$ cat src/sv/tca_pkg.sv
package tca_pkg;

    localparam int COORD_WIDTH_DEF = 16;
    localparam int SUM_WIDTH_DEF   = 64;
    localparam int MOMENT_SHIFT    = 40;
    localparam int VOLUME_DIVISOR  = 120;
    localparam int COUNT_WIDTH     = 32;
    localparam int QUEUE_DEPTH     = 2;

endpackage

$ cat src/sv/tca_if.sv


interface tca_out_if #(parameter int SW = 64) (input logic clk);
    logic                 valid;
    logic                 ready;
    logic        [62:0]   sum_xx;
    logic signed [63:0]   sum_xy;
    logic signed [63:0]   sum_xz;
    logic        [62:0]   sum_yy;
    logic signed [63:0]   sum_yz;
    logic        [62:0]   sum_zz;
    logic        [31:0]   tetra_count;
    modport source (output valid, sum_xx, sum_xy, sum_xz, sum_yy, sum_yz, sum_zz,
                    tetra_count, input ready);
    modport sink (input valid, sum_xx, sum_xy, sum_xz, sum_yy, sum_yz, sum_zz,
                  tetra_count, output ready);
endinterface

$ cat src/sv/tca_back.sv
module tca_back #(
    parameter int CW = 16,
    parameter int SW = 64
) (
    input  logic                    clk,
    input  logic                    rst_n,
    input  logic                    q_valid,
    output logic                    q_ready,
    input  logic                    q_start,
    input  logic signed [2*CW+7:0]  q_s2 [6],
    input  logic        [3*CW+3:0]  q_det,
    tca_out_if.source               out_ch
);
    import tca_pkg::*;

    localparam int PW   = 2 * CW + 8;
    localparam int AW   = 2 * CW + 4;
    localparam int LW   = 16;
    localparam int ND   = (3 * CW + LW - 1) / LW;
    localparam int DDW  = ND * LW;
    localparam int MW   = AW + DDW;
    localparam int SHW  = MW - MOMENT_SHIFT;
    localparam int NQ   = (SHW + LW - 1) / LW;
    localparam int QW   = NQ * LW;
    localparam int RW   = $clog2(VOLUME_DIVISOR);
    localparam int CURW = RW + LW;
    localparam int RSH  = CURW + RW;
    localparam int RCW  = RSH - RW + 1;
    localparam int EW   = ((QW > SW) ? QW : SW) + 1;
    // rounded-up reciprocal, exact floor for every digit step operand
    localparam logic [RCW-1:0] RECIP =
        RCW'(((64'(1) << RSH) + 64'(VOLUME_DIVISOR) - 64'(1)) / 64'(VOLUME_DIVISOR));

    localparam logic [2:0] ST_IDLE = 3'd0;
    localparam logic [2:0] ST_MUL  = 3'd1;
    localparam logic [2:0] ST_DIV  = 3'd2;
    localparam logic [2:0] ST_ACC  = 3'd3;
    localparam logic [2:0] ST_OUT  = 3'd4;

    logic [2:0]               state_reg;
    logic [2:0]               idx_reg;
    logic [2:0]               step_reg;
    logic signed [PW-1:0]     s2_reg [6];
    logic [DDW-1:0]           det_reg;
    logic [DDW-1:0]           dsh_reg;
    logic [MW-1:0]            prod_reg;
    logic [QW-1:0]            div_reg;
    logic [QW-1:0]            quo_reg;
    logic [RW-1:0]            rem_reg;
    logic signed [SW-1:0]     sum_reg [6];
    logic [COUNT_WIDTH-1:0]   cnt_reg;

    logic signed [PW-1:0]     s2_cur;
    logic                     neg;
    logic [AW-1:0]            mag;
    logic [AW+LW-1:0]         pp;
    logic [MW-1:0]            prod_next;
    logic                     mul_last;
    logic                     div_last;
    logic [CURW-1:0]          cur;
    logic [CURW+RCW-1:0]      cur_scaled;
    logic [LW-1:0]            qd;
    logic [CURW-1:0]          rem_wide;
    logic [EW-1:0]            q_ext;
    logic [EW-1:0]            lim;
    logic [SW:0]              inc_mag;
    logic signed [SW:0]       inc;
    logic signed [SW+1:0]     acc;
    logic signed [SW-1:0]     maxv;
    logic signed [SW-1:0]     minv;

    assign s2_cur     = s2_reg[idx_reg];
    assign neg        = s2_cur[PW-1];
    assign mag        = neg ? AW'(-s2_cur) : AW'(s2_cur);
    assign pp         = (AW+LW)'(mag) * (AW+LW)'(dsh_reg[DDW-1 -: LW]);
    assign prod_next  = (prod_reg << LW) + MW'(pp);
    assign mul_last   = (step_reg == 3'(ND - 1));
    assign div_last   = (step_reg == 3'(NQ - 1));

    assign cur        = {rem_reg, div_reg[QW-1 -: LW]};
    assign cur_scaled = (CURW+RCW)'(cur) * (CURW+RCW)'(RECIP);
    assign qd         = LW'(cur_scaled >> RSH);
    assign rem_wide   = cur - CURW'(qd) * CURW'(VOLUME_DIVISOR);

    assign maxv    = {1'b0, {(SW-1){1'b1}}};
    assign minv    = {1'b1, {(SW-1){1'b0}}};
    assign q_ext   = EW'(quo_reg);
    assign lim     = neg ? EW'(maxv) + EW'(1) : EW'(maxv);
    assign inc_mag = (q_ext > lim) ? (SW+1)'(lim) : (SW+1)'(q_ext);
    assign inc     = neg ? -$signed(inc_mag) : $signed(inc_mag);
    assign acc     = (SW+2)'(sum_reg[idx_reg]) + (SW+2)'(inc);

    assign q_ready      = (state_reg == ST_IDLE);
    assign out_ch.valid = (state_reg == ST_OUT);

    always_ff @(posedge clk or negedge rst_n)
    begin
        if (!rst_n)
        begin
            state_reg <= ST_IDLE;
            idx_reg   <= '0;
            step_reg  <= '0;
            cnt_reg   <= '0;
            for (int i = 0; i < 6; i++)
                sum_reg[i] <= '0;
        end
        else
        begin
            unique case (state_reg)
                ST_IDLE:
                begin
                    if (q_valid)
                    begin
                        idx_reg   <= '0;
                        step_reg  <= '0;
                        state_reg <= ST_MUL;
                        if (q_start)
                        begin
                            cnt_reg <= '0;
                            for (int i = 0; i < 6; i++)
                                sum_reg[i] <= '0;
                        end
                    end
                end
                ST_MUL:
                begin
                    if (mul_last)
                    begin
                        step_reg  <= '0;
                        state_reg <= ST_DIV;
                    end
                    else
                        step_reg <= step_reg + 1'b1;
                end
                ST_DIV:
                begin
                    if (div_last)
                    begin
                        step_reg  <= '0;
                        state_reg <= ST_ACC;
                    end
                    else
                        step_reg <= step_reg + 1'b1;
                end
                ST_ACC:
                begin
                    if (acc > (SW+2)'(maxv))
                        sum_reg[idx_reg] <= maxv;
                    else if (acc < (SW+2)'(minv))
                        sum_reg[idx_reg] <= minv;
                    else
                        sum_reg[idx_reg] <= SW'(acc);
                    if (idx_reg == 3'd5)
                    begin
                        if (cnt_reg != '1)
                            cnt_reg <= cnt_reg + 1'b1;
                        state_reg <= ST_OUT;
                    end
                    else
                    begin
                        idx_reg   <= idx_reg + 1'b1;
                        state_reg <= ST_MUL;
                    end
                end
                ST_OUT:
                    if (out_ch.ready)
                        state_reg <= ST_IDLE;
                default: state_reg <= ST_IDLE;
            endcase
        end
    end

    always_ff @(posedge clk)
    begin
        if (state_reg == ST_IDLE && q_valid)
        begin
            s2_reg   <= q_s2;
            det_reg  <= DDW'(q_det);
            dsh_reg  <= DDW'(q_det);
            prod_reg <= '0;
        end
        if (state_reg == ST_MUL)
        begin
            prod_reg <= prod_next;
            dsh_reg  <= dsh_reg << LW;
            if (mul_last)
            begin
                div_reg <= QW'(prod_next >> MOMENT_SHIFT);
                rem_reg <= '0;
                quo_reg <= '0;
            end
        end
        if (state_reg == ST_DIV)
        begin
            rem_reg <= RW'(rem_wide);
            quo_reg <= (quo_reg << LW) | QW'(qd);
            div_reg <= div_reg << LW;
        end
        if (state_reg == ST_ACC)
        begin
            prod_reg <= '0;
            dsh_reg  <= det_reg;
        end
    end

    assign out_ch.sum_xx      = 63'(sum_reg[0]);
    assign out_ch.sum_xy      = 64'(sum_reg[1]);
    assign out_ch.sum_xz      = 64'(sum_reg[2]);
    assign out_ch.sum_yy      = 63'(sum_reg[3]);
    assign out_ch.sum_yz      = 64'(sum_reg[4]);
    assign out_ch.sum_zz      = 63'(sum_reg[5]);
    assign out_ch.tetra_count = cnt_reg;

endmodule

$ cat src/flat_wrapper.sv
// flat-port wrapper written by rule: the top's interface ports become plain ports
module tca_back_flat import tca_pkg::*;
#(
    parameter int CW = 16,
    parameter int SW = 64
)
  (clk, rst_n, q_valid, q_ready, q_start, q_s2, q_det, out_ch_valid, out_ch_sum_xx, out_ch_sum_xy, out_ch_sum_xz, out_ch_sum_yy, out_ch_sum_yz, out_ch_sum_zz, out_ch_tetra_count, out_ch_ready);
  tca_out_if #(.SW(SW)) out_ch_i (.clk(clk));
  input  logic clk;
  input  logic rst_n;
  input  logic q_valid;
  output logic q_ready;
  input  logic q_start;
  input  logic signed [2*CW+7:0] q_s2[6];
  input  logic        [3*CW+3:0] q_det;
  output wire logic [$bits(out_ch_i.valid)-1:0] out_ch_valid;
  output wire logic [$bits(out_ch_i.sum_xx)-1:0] out_ch_sum_xx;
  output wire logic [$bits(out_ch_i.sum_xy)-1:0] out_ch_sum_xy;
  output wire logic [$bits(out_ch_i.sum_xz)-1:0] out_ch_sum_xz;
  output wire logic [$bits(out_ch_i.sum_yy)-1:0] out_ch_sum_yy;
  output wire logic [$bits(out_ch_i.sum_yz)-1:0] out_ch_sum_yz;
  output wire logic [$bits(out_ch_i.sum_zz)-1:0] out_ch_sum_zz;
  output wire logic [$bits(out_ch_i.tetra_count)-1:0] out_ch_tetra_count;
  input wire logic [$bits(out_ch_i.ready)-1:0] out_ch_ready;
  assign out_ch_valid = out_ch_i.valid;
  assign out_ch_sum_xx = out_ch_i.sum_xx;
  assign out_ch_sum_xy = out_ch_i.sum_xy;
  assign out_ch_sum_xz = out_ch_i.sum_xz;
  assign out_ch_sum_yy = out_ch_i.sum_yy;
  assign out_ch_sum_yz = out_ch_i.sum_yz;
  assign out_ch_sum_zz = out_ch_i.sum_zz;
  assign out_ch_tetra_count = out_ch_i.tetra_count;
  assign out_ch_i.ready = out_ch_ready;
  tca_back #(.CW(CW), .SW(SW)) u_core (.clk(clk), .rst_n(rst_n), .q_valid(q_valid), .q_ready(q_ready), .q_start(q_start), .q_s2(q_s2), .q_det(q_det), .out_ch(out_ch_i));
endmodule
$ cat config.mk
export PLATFORM = sky130hd
export DESIGN_NAME = tca_back_flat
export DESIGN_NICKNAME = d
export VERILOG_FILES = /design/src/sv/tca_pkg.sv /design/src/sv/tca_if.sv /design/src/sv/tca_back.sv /design/src/flat_wrapper.sv
export SDC_FILE = /design/constraint.sdc
export NUM_CORES = 2
export LEC_CHECK = 0
export ABC_AREA = 1
export BUFFER_PORTS_ARGS = -buffer_cell sky130_fd_sc_hd__buf_2
export CAP_MARGIN = 0
export CORE_AREA = 3 3 404 406
export CTS_CLUSTER_SIZE = 40
export DETAILED_ROUTE_END_ITERATION = 7
export DIE_AREA = 0 0 407 409
export PLACE_DENSITY = 0.74
export SYNTH_ARGS = -nofsm -noshare
export SYNTH_HDL_FRONTEND = slang
export SYNTH_SLANG_ARGS = --single-unit
$ cat constraint.sdc
create_clock -name clk -period 16.95 [get_ports clk]
set_input_delay 2.5425 -clock clk [delete_from_list [all_inputs] [get_ports clk]]
set_output_delay 2.5425 -clock clk [all_outputs]
set_load 0.01 [all_outputs]
==> impl_metrics.yaml <==
run_status:
  outcome: "finished, violations left"
  violations: "DRC"
setup_path:
  rr_endpoint: "u_core.div_reg[34]"
  cp_slowest_cell: "fa_1"
  crit_family: "adder cells"
  crit_top_cell: "nand2_1"
  start_kind: "flop"
  cp-end-kind: "flop"
  cp_num_buf_inv: 9
  crit_arrival_ns: 11.60
  r2r_slack_ns: 5.83
  cp_max_fo: 33
  r2r_cells: 39
  crit_type: "flop to flop"
  crit_required_ns: 17.42
  r2r_start: "u_core.idx_reg[1]"
  max_stage_delay_ns: 0.63
clocking:
  post_cts_resized: 0
  clk_pin_slew_worst_paths_ns: 0.06
  root_buffer: "clkbuf_16"
  cts_setup_buffers: 0
  numClockSinks: 914
  cts_tree: "built"
  ctsHoldBuffers: 0
  htreeDepth: 3
  clock_latency_ns: 0.82
  cts_made_buffers: 106
  cts_buffer_depth: 3
yosys:
  yosysWarnings: 0
  yosys-top-cells-count: "nand2_1, inv_1, nor2_1"
  syn_nets: 13574
  synthFlopType: "dfrtp_1"
  syn_area_per_cell_um2: 7.13
  syn_area_mm2: 0.0879
  yosysMostFrequentCell: "nand2_1"
  synth_edf_count: 405
  syn_inst: 12333
  ys_top_cells_by_area: "nand2_1, edfxtp_1, fa_1"
  yosys.cell_types.count: 69
  ys_seq_area_share_pct: 27.9
  yosysTopAreaCellShare_pct: 14.3
  async_flop_share_pct: 46.5
  synth_top_area_cell: "nand2_1"
  ys_ff_latch: 914
floorplanning:
  die_y_um: 409
  initial_core_util_pct: 54.9
  io_pins: 712
  fp-row-count: 147
  coreArea_mm2: 0.160
  dieArea_mm2: 0.166
  die_x_um: 407
hold_path:
  min_path_type: "flop to flop"
  min_path_cells: 2
  worstHoldStart: "u_core.div_reg[9]"
  hold_end: "u_core.div_reg[9]"
flow_run:
  maxCapViolations: 0
timing:
  setup_viol: 0
  setup_ws_ns: 5.83
  skew_ns: 0.0751
  hold_slack_ns: 0.454
  max_freq_ghz: 0.0899
  period_share_pct: 65.6
  hold_violations: 0
  tightest_slew_ns: 1.25
  maxSlewViolCount: 0
  min_period_ns: 11.12
  maxSlewHeadroom_pct: 16.3
  rsz0062_at_grt: "false"
  final.setup.tns_ns: 0
layout:
  area_growth_pct: 5.78
  largest_register_ffs: 222
  num-fill-cells: 14925
  nNetsFinal: 13463
  multi_input_comb_area_mm2: 0.0520
  layout-drive-gt1-share_pct: 8.82
  regArea_mm2: 0.0245
grt:
  grt_pass1_wl_um: 505000
  grt.total_usage_pct: 39.8
  grt_overflow: 0
  grt_pass1_vias: 82012
  antenna_found_initial: 33
  grt_start_max_net_pins: 216
drt:
  drc: 2
  routedWlPerCell_um: 23.3
  first_pass_iters: 8
  postRouteAntennaNets: 0
  viasPerCell: 5.93
  vias: 85957
  drt_iter0_drc: 11287
  wl_um: 338000
placed_design:
  place_hpwl_um: 248000
  io_buffer_count: 689
  routabilityCongestion: 1.00
  dp_slack_ns: 6.18
[per-layer routing]
layer	routed length, um	global-route usage (%)	up-vias
met4	22400	23.0	16
met5	103	0.117	-
met3	40200	11.4	1134
li1	-	-	38575
met2	149000	60.1	5165
met1	127000	50.8	41067
[worst max-delay path by stage]
stage                            startpoint  slack, ns                       endpoint  depth (start not counted)
after floorplan                     q_valid       4.99  u_core.out_ch.tetra_count[28]                         13
after global placement    u_core.idx_reg[1]       6.33             u_core.div_reg[34]                         39
after detailed placement  u_core.idx_reg[1]       6.18             u_core.div_reg[34]                         39
after CTS                 u_core.idx_reg[1]       6.08             u_core.div_reg[34]                         39
after global routing      u_core.idx_reg[1]       5.41             u_core.div_reg[39]                         38
final                     u_core.idx_reg[1]       5.83             u_core.div_reg[34]                         39
[kinds of logic after synthesis]
logic type               Yosys count  synth area share, %
XOR/XNOR                         103                 1.03
adder cells (fa/ha/maj)          944                 18.3
buffers and inverters           2581                 13.2
flip-flops                       914                 27.9
AO/OA/AOI/OAI                   1006                 6.44
AND/OR/NAND/NOR                 6785                 33.2
[per-stage QoR]
step	instance area [um^2]	std cells	util, %
2_1_floorplan	87900	12333	-
3_3_place_gp	89300	14274	55.8
3_5_place_dp	89300	14274	55.8
4_1_cts	92900	14472	58.0
5_1_grt	92900	14487	58.0
6_report	93000	14492	58.0
[placed cells by master (no fill, tap or decap), types with 50 or more instances in the layout]
cell	count
nand3b_1	296
inv_1	1524
dfxtp_1	84
clkbuf_16	106
o21ai_0	278
nor2_1	1424
ha_1	370
buf_4	98
nand3_1	1409
dfrtp_1	424
buf_2	688
xor2_1	50
o22ai_1	133
xnor2_1	53
edfxtp_1	405
a21oi_1	417
nor3_1	137
nand2_1	3335
fa_1	574
[worst reg2reg max path, delay by kind of cell (launching register included)]
kind	cells	cell delay (ns)
AOI/OAI and AO/OA	4	1.22
adders and majority gates	8	3.98
buffers and inverters	9	1.96
DFF	1	0.49
and+or+nand+nor	18	3.14
[layout make-up]
cell class / instances / share of cell area, %
diodes: 20 / 0.0538
clock buffers: 144 / 3.13
clock inverters: 54 / 0.704
inverters: 1571 / 6.37
multi-input cells: 8838 / 55.9
flip-flops and latches: 914 / 26.3
well taps: 2160 / 2.91
repair buffers: 791 / 4.60
Power is not shown: default switching activity piles up to over one toggle a cycle in this logic, so the estimate is an artifact.
